--- config.mk ---
export PLATFORM = sky130hd
export DESIGN_NAME = sync_length_checksum_deframer_core
export DESIGN_NICKNAME = d
export VERILOG_FILES = /design/src/hw/rtl/sld_pkg.sv /design/src/hw/rtl/sync_length_checksum_deframer_core.sv /design/src/hw/rtl/sld_ctrl.sv /design/src/hw/rtl/sld_dp.sv
export SDC_FILE = /design/constraint.sdc
export NUM_CORES = 1
export LEC_CHECK = 0
export BUFFER_PORTS_ARGS = -buffer_cell sky130_fd_sc_hd__buf_2
export CAP_MARGIN = 20
export CORE_MARGIN = 8
export CORE_UTILIZATION = 25
export DETAILED_ROUTE_END_ITERATION = 12
export SLEW_MARGIN = 10
export SYNTH_ARGS = -nofsm -noshare
export SYNTH_HDL_FRONTEND = slang
export SYNTH_SLANG_ARGS = --single-unit
--- constraint.sdc ---
create_clock -name aclk -period 4.5 [get_ports aclk]
set_input_delay 0.45 -clock aclk [delete_from_list [all_inputs] [get_ports aclk]]
set_output_delay 0.45 -clock aclk [all_outputs]
set_load 0.02 [all_outputs]
--- src/hw/rtl/sld_pkg.sv ---
`default_nettype none
// ---------------------------------------------------------------------------
// sld_pkg
// Shared types and constants of the sync/length/checksum frame receiver.
// ---------------------------------------------------------------------------
package sld_pkg;

    localparam int MAX_FRAME_DEF = 32;
    localparam int BYTE_W        = 8;
    localparam int LEN_W         = 6;
    localparam int STATUS_W      = 2;
    localparam int ROUTE_W       = 2;
    localparam int USER_W        = STATUS_W + ROUTE_W;
    localparam int ADDR_W        = 4;

    localparam logic [BYTE_W-1:0] SYNC_FIRST_RST  = 8'h55;
    localparam logic [BYTE_W-1:0] SYNC_SECOND_RST = 8'hAA;
    localparam logic [LEN_W-1:0]  DRIVE_LEN_RST   = 6'd12;
    localparam logic [LEN_W-1:0]  BLADE_LEN_RST   = 6'd7;

    localparam logic [STATUS_W-1:0] STAT_OK  = 2'd0;
    localparam logic [STATUS_W-1:0] STAT_CHK = 2'd1;
    localparam logic [STATUS_W-1:0] STAT_LEN = 2'd2;

    localparam logic [ROUTE_W-1:0] ROUTE_NONE  = 2'd0;
    localparam logic [ROUTE_W-1:0] ROUTE_DRIVE = 2'd1;
    localparam logic [ROUTE_W-1:0] ROUTE_BLADE = 2'd2;

    localparam logic [1:0] REG_SYNC_FIRST  = 2'd0;
    localparam logic [1:0] REG_SYNC_SECOND = 2'd1;
    localparam logic [1:0] REG_DRIVE_LEN   = 2'd2;
    localparam logic [1:0] REG_BLADE_LEN   = 2'd3;

    typedef struct packed {
        logic in_fire;
        logic rd_issue;
        logic emit_load;
    } sld_cmd_t;

    typedef struct packed {
        logic frame_good;
        logic out_free;
        logic rd_last;
    } sld_sts_t;

endpackage
`default_nettype wire

--- src/hw/rtl/sync_length_checksum_deframer_core.sv ---
`default_nettype none
// ---------------------------------------------------------------------------
// sync_length_checksum_deframer_core
// Receive bytes, find framed packets, check the additive checksum, read out.
// ---------------------------------------------------------------------------
// Usage:
//   s_ channel carries one received byte per item in s_tdata[7:0].
//   Bytes are taken one per cycle while a frame is being collected and the output register is free.
//   A frame is two sync bytes, a length byte, that many payload bytes and
//   a checksum byte (mod-256 sum of all earlier frame bytes).
//   A good frame is read out on the m_ channel, one item per stored byte,
//   m_tlast on the final byte; s_tready stays low during readout, in which
//   each byte takes a buffer read step and then an output load step, and the
//   first item is loaded through these steps after the checksum byte is taken.
//   A checksum error or an oversized length gives one item with status set
//   and m_tlast high, valid the cycle after the offending byte.
//   m_tuser[1:0] is status, m_tuser[3:2] is route (1 drive, 2 blade).
//   A stalled m_ side holds the output register and blocks input.
//   Reset returns the block to the sync hunt and restores register defaults.
//   Registers (APB, byte address 4*i): sync_first, sync_second,
//   drive_total_len, blade_total_len.
// ---------------------------------------------------------------------------
module sync_length_checksum_deframer_core import sld_pkg::*; #(
    parameter int MAX_FRAME = MAX_FRAME_DEF
) (
    input  wire logic              aclk,
    input  wire logic              aresetn,
    input  wire logic              s_tvalid,
    output logic                   s_tready,
    input  wire logic [BYTE_W-1:0] s_tdata,   // [7:0] rx_byte
    output logic                   m_tvalid,
    input  wire logic              m_tready,
    output logic [BYTE_W-1:0]      m_tdata,   // [7:0] frame_byte
    output logic [USER_W-1:0]      m_tuser,   // [1:0] status, [3:2] route
    output logic                   m_tlast,
    input  wire logic              psel,
    input  wire logic              penable,
    input  wire logic              pwrite,
    input  wire logic [ADDR_W-1:0] paddr,
    input  wire logic [31:0]       pwdata,
    output logic [31:0]            prdata,
    output logic                   pready
);

    logic [BYTE_W-1:0] sync_first_reg;
    logic [BYTE_W-1:0] sync_second_reg;
    logic [LEN_W-1:0]  drive_len_reg;
    logic [LEN_W-1:0]  blade_len_reg;
    logic              cfg_wr;

    sld_cmd_t cmd;
    sld_sts_t sts;

    assign pready = 1'b1;
    assign cfg_wr = psel && penable && pwrite && pready;

    always_ff @(posedge aclk) begin
        if (!aresetn) begin
            sync_first_reg  <= SYNC_FIRST_RST;
            sync_second_reg <= SYNC_SECOND_RST;
            drive_len_reg   <= DRIVE_LEN_RST;
            blade_len_reg   <= BLADE_LEN_RST;
        end else if (cfg_wr) begin
            case (paddr[3:2])
                REG_SYNC_FIRST:  sync_first_reg  <= pwdata[BYTE_W-1:0];
                REG_SYNC_SECOND: sync_second_reg <= pwdata[BYTE_W-1:0];
                REG_DRIVE_LEN:   drive_len_reg   <= pwdata[LEN_W-1:0];
                REG_BLADE_LEN:   blade_len_reg   <= pwdata[LEN_W-1:0];
                default: begin
                end
            endcase
        end
    end

    always_comb begin
        case (paddr[3:2])
            REG_SYNC_FIRST:  prdata = 32'(sync_first_reg);
            REG_SYNC_SECOND: prdata = 32'(sync_second_reg);
            REG_DRIVE_LEN:   prdata = 32'(drive_len_reg);
            REG_BLADE_LEN:   prdata = 32'(blade_len_reg);
            default:         prdata = '0;
        endcase
    end

    sld_ctrl u_ctrl (
        .aclk     (aclk),
        .aresetn  (aresetn),
        .s_tvalid (s_tvalid),
        .s_tready (s_tready),
        .sts      (sts),
        .cmd      (cmd)
    );

    sld_dp #(
        .MAX_FRAME (MAX_FRAME)
    ) u_dp (
        .aclk        (aclk),
        .aresetn     (aresetn),
        .cmd         (cmd),
        .sts         (sts),
        .rx_byte     (s_tdata),
        .sync_first  (sync_first_reg),
        .sync_second (sync_second_reg),
        .drive_len   (drive_len_reg),
        .blade_len   (blade_len_reg),
        .m_tready    (m_tready),
        .m_tvalid    (m_tvalid),
        .m_tdata     (m_tdata),
        .m_tuser     (m_tuser),
        .m_tlast     (m_tlast)
    );

    a_no_accept_when_blocked: assert property (@(posedge aclk) disable iff (!aresetn)
        (m_tvalid && !m_tready) |-> !s_tready)
        else $error("input taken while output register blocked");

    a_error_is_last: assert property (@(posedge aclk) disable iff (!aresetn)
        (m_tvalid && (m_tuser[1:0] != STAT_OK)) |-> m_tlast)
        else $error("error item without last");

    a_error_payload_zero: assert property (@(posedge aclk) disable iff (!aresetn)
        (m_tvalid && (m_tuser[1:0] != STAT_OK)) |-> (m_tdata == '0 && m_tuser[3:2] == ROUTE_NONE))
        else $error("error item carries data");

endmodule
`default_nettype wire

--- src/hw/rtl/sld_ctrl.sv ---
`default_nettype none
// ---------------------------------------------------------------------------
// sld_ctrl
// Sequencer: collect bytes, then read the stored frame out one item at a time.
// ---------------------------------------------------------------------------
module sld_ctrl import sld_pkg::*; (
    input  wire logic     aclk,
    input  wire logic     aresetn,
    input  wire logic     s_tvalid,
    output logic          s_tready,
    input  wire sld_sts_t sts,
    output sld_cmd_t      cmd
);

    localparam logic [1:0] ST_COLLECT = 2'd0;
    localparam logic [1:0] ST_READ    = 2'd1;
    localparam logic [1:0] ST_EMIT    = 2'd2;

    logic [1:0] state_reg;
    logic [1:0] state_next;

    always_comb begin
        state_next    = state_reg;
        s_tready      = 1'b0;
        cmd.in_fire   = 1'b0;
        cmd.rd_issue  = 1'b0;
        cmd.emit_load = 1'b0;
        case (state_reg)
            ST_COLLECT: begin
                s_tready    = sts.out_free;
                cmd.in_fire = s_tvalid && sts.out_free;
                if (cmd.in_fire && sts.frame_good) begin
                    state_next = ST_READ;
                end
            end
            ST_READ: begin
                cmd.rd_issue = 1'b1;
                state_next   = ST_EMIT;
            end
            ST_EMIT: begin
                if (sts.out_free) begin
                    cmd.emit_load = 1'b1;
                    state_next    = sts.rd_last ? ST_COLLECT : ST_READ;
                end
            end
            default: begin
                state_next = ST_COLLECT;
            end
        endcase
    end

    always_ff @(posedge aclk) begin
        if (!aresetn) begin
            state_reg <= ST_COLLECT;
        end else begin
            state_reg <= state_next;
        end
    end

endmodule
`default_nettype wire

--- src/hw/rtl/sld_dp.sv ---
`default_nettype none
// ---------------------------------------------------------------------------
// sld_dp
// Datapath: frame position, running sum, frame buffer and output register.
// ---------------------------------------------------------------------------
module sld_dp import sld_pkg::*; #(
    parameter int MAX_FRAME = MAX_FRAME_DEF
) (
    input  wire logic              aclk,
    input  wire logic              aresetn,
    input  wire sld_cmd_t          cmd,
    output sld_sts_t               sts,
    input  wire logic [BYTE_W-1:0] rx_byte,
    input  wire logic [BYTE_W-1:0] sync_first,
    input  wire logic [BYTE_W-1:0] sync_second,
    input  wire logic [LEN_W-1:0]  drive_len,
    input  wire logic [LEN_W-1:0]  blade_len,
    input  wire logic              m_tready,
    output logic                   m_tvalid,
    output logic [BYTE_W-1:0]      m_tdata,
    output logic [USER_W-1:0]      m_tuser,
    output logic                   m_tlast
);

    localparam int AW = $clog2(MAX_FRAME);
    localparam int PW = $clog2(MAX_FRAME + 1);
    localparam int CW = (PW > LEN_W) ? PW : LEN_W;

    logic [BYTE_W-1:0] mem [MAX_FRAME];

    logic [AW-1:0]       pos_reg;
    logic [BYTE_W-1:0]   sum_reg;
    logic [BYTE_W-1:0]   len_reg;
    logic [AW-1:0]       rd_idx_reg;
    logic [PW-1:0]       total_reg;
    logic [ROUTE_W-1:0]  route_reg;
    logic [BYTE_W-1:0]   rd_data_reg;

    logic                m_valid_reg;
    logic [BYTE_W-1:0]   m_byte_reg;
    logic [STATUS_W-1:0] m_status_reg;
    logic [ROUTE_W-1:0]  m_route_reg;
    logic                m_last_reg;

    logic               at_first;
    logic               at_second;
    logic               at_len;
    logic               in_payload;
    logic               at_chk;
    logic               len_big;
    logic               sum_ok;
    logic               err_load;
    logic [PW-1:0]      total_w;
    logic [CW-1:0]      total_c;
    logic [ROUTE_W-1:0] route_w;

    assign at_first   = (pos_reg == AW'(0));
    assign at_second  = (pos_reg == AW'(1));
    assign at_len     = (pos_reg == AW'(2));
    assign in_payload = (9'(pos_reg) <= ({1'b0, len_reg} + 9'd2));
    assign at_chk     = !at_first && !at_second && !at_len && !in_payload;
    assign len_big    = (({1'b0, rx_byte} + 9'd4) > 9'(MAX_FRAME));
    assign sum_ok     = (sum_reg == rx_byte);
    assign total_w    = PW'(pos_reg) + PW'(1);
    assign total_c    = CW'(total_w);

    always_comb begin
        if (total_c == CW'(drive_len)) begin
            route_w = ROUTE_DRIVE;
        end else if (total_c == CW'(blade_len)) begin
            route_w = ROUTE_BLADE;
        end else begin
            route_w = ROUTE_NONE;
        end
    end

    assign err_load = cmd.in_fire && ((at_len && len_big) || (at_chk && !sum_ok));

    assign sts.frame_good = at_chk && sum_ok;
    assign sts.out_free   = !m_valid_reg || m_tready;
    assign sts.rd_last    = ((PW'(rd_idx_reg) + PW'(1)) == total_reg);

    always_ff @(posedge aclk) begin
        if (cmd.in_fire) begin
            mem[pos_reg] <= rx_byte;
        end
        if (cmd.rd_issue) begin
            rd_data_reg <= mem[rd_idx_reg];
        end
    end

    always_ff @(posedge aclk) begin
        if (!aresetn) begin
            pos_reg <= '0;
            sum_reg <= '0;
            len_reg <= '0;
        end else if (cmd.in_fire) begin
            if (at_first) begin
                if (rx_byte == sync_first) begin
                    sum_reg <= rx_byte;
                    pos_reg <= AW'(1);
                end
            end else if (at_second) begin
                if (rx_byte == sync_second) begin
                    sum_reg <= sum_reg + rx_byte;
                    pos_reg <= pos_reg + AW'(1);
                end else begin
                    sum_reg <= '0;
                    pos_reg <= '0;
                end
            end else if (at_len) begin
                if (len_big) begin
                    sum_reg <= '0;
                    pos_reg <= '0;
                end else begin
                    len_reg <= rx_byte;
                    sum_reg <= sum_reg + rx_byte;
                    pos_reg <= pos_reg + AW'(1);
                end
            end else if (in_payload) begin
                sum_reg <= sum_reg + rx_byte;
                pos_reg <= pos_reg + AW'(1);
            end else begin
                sum_reg <= '0;
                pos_reg <= '0;
            end
        end
    end

    always_ff @(posedge aclk) begin
        if (cmd.in_fire && at_chk && sum_ok) begin
            total_reg  <= total_w;
            route_reg  <= route_w;
            rd_idx_reg <= '0;
        end else if (cmd.emit_load) begin
            rd_idx_reg <= rd_idx_reg + AW'(1);
        end
    end

    always_ff @(posedge aclk) begin
        if (!aresetn) begin
            m_valid_reg <= 1'b0;
        end else if (err_load || cmd.emit_load) begin
            m_valid_reg <= 1'b1;
        end else if (m_tready) begin
            m_valid_reg <= 1'b0;
        end
    end

    always_ff @(posedge aclk) begin
        if (err_load) begin
            m_status_reg <= at_len ? STAT_LEN : STAT_CHK;
            m_byte_reg   <= '0;
            m_route_reg  <= ROUTE_NONE;
            m_last_reg   <= 1'b1;
        end else if (cmd.emit_load) begin
            m_status_reg <= STAT_OK;
            m_byte_reg   <= rd_data_reg;
            m_route_reg  <= route_reg;
            m_last_reg   <= sts.rd_last;
        end
    end

    assign m_tvalid = m_valid_reg;
    assign m_tdata  = m_byte_reg;
    assign m_tuser  = {m_route_reg, m_status_reg};
    assign m_tlast  = m_last_reg;

endmodule
`default_nettype wire
==> out/results.tsv, run 1 <==
stage	metric	value	unit
power	Reg power frac	53.7	%
power	clock network fraction of total power	43.4	%
cts	Clock Path Buffers	3	
grt	overall fraction of global-route tracks in use	9.20	%
worst_setup_path	Critical Path Sink Type	flop	
grt	vias in the first global route	7767	
cts	Root Buffer	clkbuf_16	
layout	fraction of layout cells with a size suffix above 1	20.2	%
cts	H-tree depth	2	
logic_synthesis	number of synthesized flops with an enable pin	274	
worst_setup_path	reg-to-reg slack, setup	1.31	ns
worst_setup_path	Required @ worst endpoint	4.71	ns
logic_synthesis	Cells after Synth	896	
detailed_routing	final wirelength	31500	um
place	Post-DP HPWL	21000	um
place	Cell Area, Placed	15600	um^2
cts	Worst-Skew Late Latency	0.51	ns
timing	worst-margin pin slew	1.02	ns
grt	largest net degree at the start of global routing	70	
worst_setup_path	CP startpoint kind	flop	
layout	Layout Area Growth over Synthesis	14.4	%
power	Switching Fraction	20.6	%
worst_setup_path	Setup CP Type	flop to flop	
floorplan	Die ar.	66400	um^2
floorplan	core box area	57700	um^2
timing	final setup violating endpoints	0	
place	Place WS	1.28	ns
place	routability congestion estimate	0.793	
detailed_routing	DR vias	7787	
worst_setup_path	largest fanout on the critical path	16	
floorplan	die height	258	um
detailed_routing	Routed Antenna Nets	0	
cts	post-CTS setup repair buffer count	0	
grt	initial antenna violation count	2	
cts	hold_buf cts	0	
logic_synthesis	share of flip-flops with an asynchronous set or reset	0	%
cts	CTS tree	built	
timing	Tmin final	3.19	ns
detailed_routing	Post-route DRC	0	
logic_synthesis	Ys Warns	0	
place	PortBufs	47	
detailed_routing	TritonRoute pass-1 iters	5	
worst_setup_path	Critical Path End	u_dp.total_reg[3]	
timing	hold slack	0.177	ns
power	Net Sw Power	1.31	mW
timing	Final Hold Violating Endpoints	0	
floorplan	io pins	99	
timing	post-route setup slack	1.31	ns
cts	Sink Count	342	
logic_synthesis	Distinct cells, synth	60	
timing	Final Max Slew Viols	0	
outcome	status	finished clean	
worst_setup_path	Worst R2R End	u_dp.total_reg[3]	
power	peak supply drop	0.233	mV
timing	Final Skew	0.0147	ns
layout	final instance area	16700	um^2
logic_synthesis	share of the yosys chip area belonging to registers	65.6	%
power	Logic pwr share	2.9	%
floorplan	die width	258	um
layout	Finished Core Util	29.0	%
timing	relative slew slack	31.4	%
power	Design Power	6.37	mW
timing	fmax	313	MHz
floorplan	Site Rows	88	
worst_setup_path	FF-to-FF Start	u_dp.pos_reg[2]	
cts	Resize count post-CTS	0	
timing	Sum Neg Setup Slack	0	ns
worst_setup_path	Reg2Reg Depth	7	
power	Pint	5.06	mW
logic_synthesis	number of synthesized register bits	342	
floorplan	Initial Util	25.3	%
worst_setup_path	crit path launch	u_dp.pos_reg[2]	
grt	first-pass GRT wire length	48300	um
layout	most flop-heavy register	u_dp.mem	
min_path	Hold Crit Class	input port to flop	
timing	fin crit share	71.0	%
logic_synthesis	Synth Area per Inst	16.3	um^2
flow_run	Max-Cap Viols	0	
power	Leakage	5.38	nW
layout	antenna diode count	0	
timing	RSZ-0062 raised after global routing	no	
place	# placed instances	1677	
detailed_routing	1st-iter DRT viols	543	
layout	Post-Layout Cell Count	1743	
worst_setup_path	crit path DAT	3.41	ns
detailed_routing	Avg WL per Cell	18.1	um
logic_synthesis	post-synthesis cell area	14600	um^2
layout	max reg flops	256	
cts	CTS clk-pin slew, worst paths	0.06	ns
logic_synthesis	ys flop type	edfxtp_1	
cts	Num CTS Buffers	37	
power	PD cells	381	nW/um^2
layout	Nets	1022	
detailed_routing	vias per cell	4.47	
grt	GR Overflow Total	0	
cell usage in the layout (no fill, tap or decap), drive strengths merged, types with 6 or more instances in the layout:
cell type	n
nand2	62
mux2	8
edfxtp	274
clkbuf	51
mux2i	35
buf	59
nor2b	24
mux4	86
conb	25
a21oi	27
or3	6
clkinv	13
xnor2	35
ha	18
inv	12
nor4	6
o21ai	20
nor3	11
nor2	50
nand3	19
dfxtp	68
nand4	8
xor2	14
power by group through the flow:
| stage | Combinational [mW] | Clock [mW] | Sequential [mW] |
|---|---|---|---|
| after CTS | 0.189 | 2.82 | 3.42 |
| after global placement | 0.186 | 0 | 3.49 |
| after floorplan | 0.114 | 0 | 3.49 |
| after global routing | 0.202 | 2.95 | 3.42 |
| final | 0.187 | 2.77 | 3.42 |
| after detailed placement | 0.189 | 0 | 3.49 |
kinds of logic after synthesis:
| logic type | share of synthesized area [%] |
|---|---|
| fa+ha+maj | 1.68 |
| other cells | 0.0514 |
| xor+xnor | 2.94 |
| compound gates | 2.97 |
| simple gates | 7.10 |
| mux | 16.7 |
| flops | 65.6 |
| buf+inv | 3.00 |
critical path: stages (launching register included):
cell,delay (ns)
dfxtp_1,0.68
ha_1,0.36
and4_1,0.22
a221o_1,0.32
nor4_4,0.31
nand2_1,0.18
nor4_2,0.55
buf_4,0.28
final cells by class:
cell class	instances	area [um^2]
fillers	5742	41000
flip-flops and latches	342	9590
multi-input cells	501	4670
clock buffers	51	1020
well taps	765	957
repair buffers	59	358
clock inverters	14	80.1
inverters	11	41.3
Yosys cell counts, types with 5 or more instances:
cell type | count | area [um^2]
edfxtp_1 | 274 | 8230
mux4_2 | 71 | 1600
dfxtp_1 | 68 | 1360
nand2_1 | 62 | 233
nor2_1 | 48 | 180
mux2i_1 | 35 | 350
xnor2_1 | 35 | 307
a21oi_1 | 27 | 135
buf_4 | 25 | 188
nor2b_1 | 24 | 150
clkbuf_1 | 23 | 86.3
o21ai_0 | 20 | 100
nand3_1 | 19 | 95.1
ha_1 | 18 | 225
mux4_1 | 15 | 394
xor2_1 | 14 | 123
inv_1 | 11 | 41.3
mux2_2 | 8 | 90.1
nand4_1 | 8 | 50.1
nor3_1 | 8 | 40.0
buf_1 | 7 | 26.3
buf_2 | 6 | 30.0
or3_1 | 6 | 37.5
and2_1 | 5 | 31.3
nand2b_1 | 5 | 31.3
worst min path at each step:
stage / from / end / slack (ns) / cells past startpoint
3_3_place_gp: u_dp.m_tdata[4] / u_dp.m_tdata[4] / 0.45 / 2
3_5_place_dp: u_dp.m_tdata[0] / u_dp.m_tdata[0] / 0.45 / 2
6_report: pwdata[6] / sync_first_reg[6] / 0.18 / 3
2_1_floorplan: u_dp.len_reg[5] / u_dp.len_reg[5] / 0.47 / 1
5_1_grt: pwdata[6] / sync_first_reg[6] / 0.17 / 3
4_1_cts: pwdata[6] / sync_first_reg[6] / 0.16 / 3
routing by layer:
metal,global-route usage [%],up-vias,part of all wire [%]
met5,0,-,0.041
met4,2.33,2,2.0
met3,1.56,46,4.3
met2,15.5,168,49
met1,12.3,4031,45
li1,-,3540,-
Note: power is estimated with default switching activity, not from simulation.
==> run 2, diff against run 1 <==
Clock period 4.5 ns to 2.6 ns, I/O delays scaled along.
==> out/results.tsv, run 2 (synthesis results as in run 1) <==
stage	metric	value	unit
outcome	status	finished clean	
layout	FF/Latch Area	9600	um^2
floorplan	Site Rows	88	
cts	CTS clk-pin slew, worst paths	0.06	ns
detailed_routing	TritonRoute pass-1 iters	6	
worst_setup_path	crit path DAT	2.78	ns
layout	Multi-input gate area	4740	um^2
detailed_routing	DR vias	8034	
place	PortBufs	47	
cts	Sink Count	342	
power	Logic pwr share	3.0	%
layout	commonest non-fill, non-tap cell in the layout	edfxtp_1	
worst_setup_path	CP startpoint kind	flop	
cts	Worst-Skew Late Latency	0.51	ns
grt	vias in the first global route	8140	
min_path	Hold Crit Class	input port to flop	
timing	RSZ-0062 raised after global routing	yes	
cts	CTS tree	built	
timing	fmax	388	MHz
detailed_routing	final wirelength	33400	um
grt	initial antenna violation count	2	
floorplan	Die ar.	66400	um^2
layout	max reg flops	256	
timing	relative slew slack	44.6	%
timing	Final Skew	0.0265	ns
place	# placed instances	1741	
power	Switching Fraction	19.8	%
cts	Root Buffer	clkbuf_16	
timing	worst-margin pin slew	0.829	ns
flow_run	Max-Cap Viols	0	
timing	Sum Neg Setup Slack	0	ns
layout	most frequent cells in the layout	274 x edfxtp_1, 71 x mux4_2, 67 x buf_4	
cts	Num CTS Buffers	36	
grt	GR Overflow Total	0	
power	Reg power frac	51.4	%
place	Post-DP HPWL	22700	um
grt	first-pass GRT wire length	50500	um
grt	overall fraction of global-route tracks in use	9.72	%
cts	Clock Path Buffers	3	
floorplan	core box area	57700	um^2
floorplan	die width	258	um
grt	largest net degree at the start of global routing	38	
timing	final setup violating endpoints	0	
timing	Tmin final	2.57	ns
worst_setup_path	Critical Path Sink Type	flop	
layout	Nets	1086	
detailed_routing	1st-iter DRT viols	510	
power	PD cells	659	nW/um^2
floorplan	die height	258	um
power	Pint	9.23	mW
worst_setup_path	Setup CP Type	flop to flop	
power	Net Sw Power	2.28	mW
timing	Final Hold Violating Endpoints	0	
timing	Final Max Slew Viols	0	
cts	H-tree depth	2	
floorplan	Initial Util	25.3	%
power	Design Power	11.5	mW
layout	Post-Layout Cell Count	1809	
place	routability congestion estimate	0.805	
power	clock network fraction of total power	45.5	%
detailed_routing	Routed Antenna Nets	0	
layout	fraction of layout cells with a size suffix above 1	26.6	%
detailed_routing	vias per cell	4.44	
layout	Layout Area Growth over Synthesis	19.4	%
worst_setup_path	largest fanout on the critical path	9	
power	Leakage	5.79	nW
timing	fin crit share	99.0	%
detailed_routing	Avg WL per Cell	18.5	um
cts	post-CTS setup repair buffer count	0	
worst_setup_path	Required @ worst endpoint	2.80	ns
floorplan	io pins	99	
layout	FILL cells	5729	
detailed_routing	Post-route DRC	0	
power	peak supply drop	0.490	mV
layout	most flop-heavy register	u_dp.mem	
run 2: changes by cell type in the layout (fill, tap and decap cells not counted), moves of 3 or more:
cell	delta
buf_4	+58
bufinv_16	+6
clkbuf_1	-6
buf_12	+4
a22oi_1	-3
a22oi_2	+3
run 2: what timing repair did:
action | in CTS | in global routing
setup endpoints to repair | 13 | 38
gates resized for setup | 2 | 7
pin swaps | 0 | 1
endpoints found under the hold margin | 2 | 0
hold buffers | 2 | 0
run 2: path summary, 6_finish.rpt:
path | start | endpoint | cells after the start | slack [ns]
hold reg to reg | u_dp.m_tdata[3] | u_dp.m_tdata[3] | 2 | 0.45
setup / recovery | u_dp.len_reg[2] | u_dp.route_reg[0] | 9 | 0.03
setup reg to reg | u_dp.len_reg[2] | u_dp.route_reg[0] | 9 | 0.03
hold / removal | pwdata[1] | blade_len_reg[1] | 3 | 0.03
run 2: cell type report:
cell class                      instances  area share, %
Clock buffer                           42           5.41
Clock inverter                         22           1.52
Antenna cell                            2         0.0287
Inverter                               11          0.237
Sequential cell                       342           55.0
Tap cell                              765           5.48
Multi-Input combinational cell        501           27.2
Timing Repair Buffer                  124           5.16
run 2: metal layers:
metal  part of all wire [%]  GRT usage, %  up-vias  wire length [um]
met4                    2.0          2.41        0               655
li1                       -             -     3667                 -
met3                    4.3          1.51       49              1450
met5                      0             0        -                 0
met2                     49          16.3      176             16300
met1                     45          13.1     4142             15000
run 2: power groups by stage:
| stage | Combinational [mW] | Clock (mW) | Sequential (mW) |
|---|---|---|---|
| after floorplan | 0.198 | 0 | 6.04 |
| after global placement | 0.339 | 0 | 6.04 |
| after detailed placement | 0.347 | 0 | 6.04 |
| after CTS | 0.350 | 5.36 | 5.92 |
| after global routing | 0.375 | 5.57 | 5.92 |
| final | 0.347 | 5.24 | 5.92 |
run 2: worst max-delay path, cell delays in order, from the launching register on:
cell     delay [ns]
dfxtp_2        0.34
ha_4           0.17
xnor2_2        0.12
ha_1           0.29
and4_1         0.19
a221o_1        0.33
nor4_4         0.32
nand2_2        0.15
nor4_4         0.17
buf_6          0.18
run 2: stage by stage:
step           worst slack (ns)  area (um^2)  hold slack [ns]  util, %
2_1_floorplan           -0.0127        14700            0.359        -
3_3_place_gp           -0.00366        16200            0.445     28.0
3_5_place_dp            -0.0352        16200            0.448     28.0
4_1_cts                  0.0152        17400           0.0135     30.2
5_1_grt                  -0.108        17500           0.0274     30.2
6_report                 0.0255        17500           0.0283     30.3
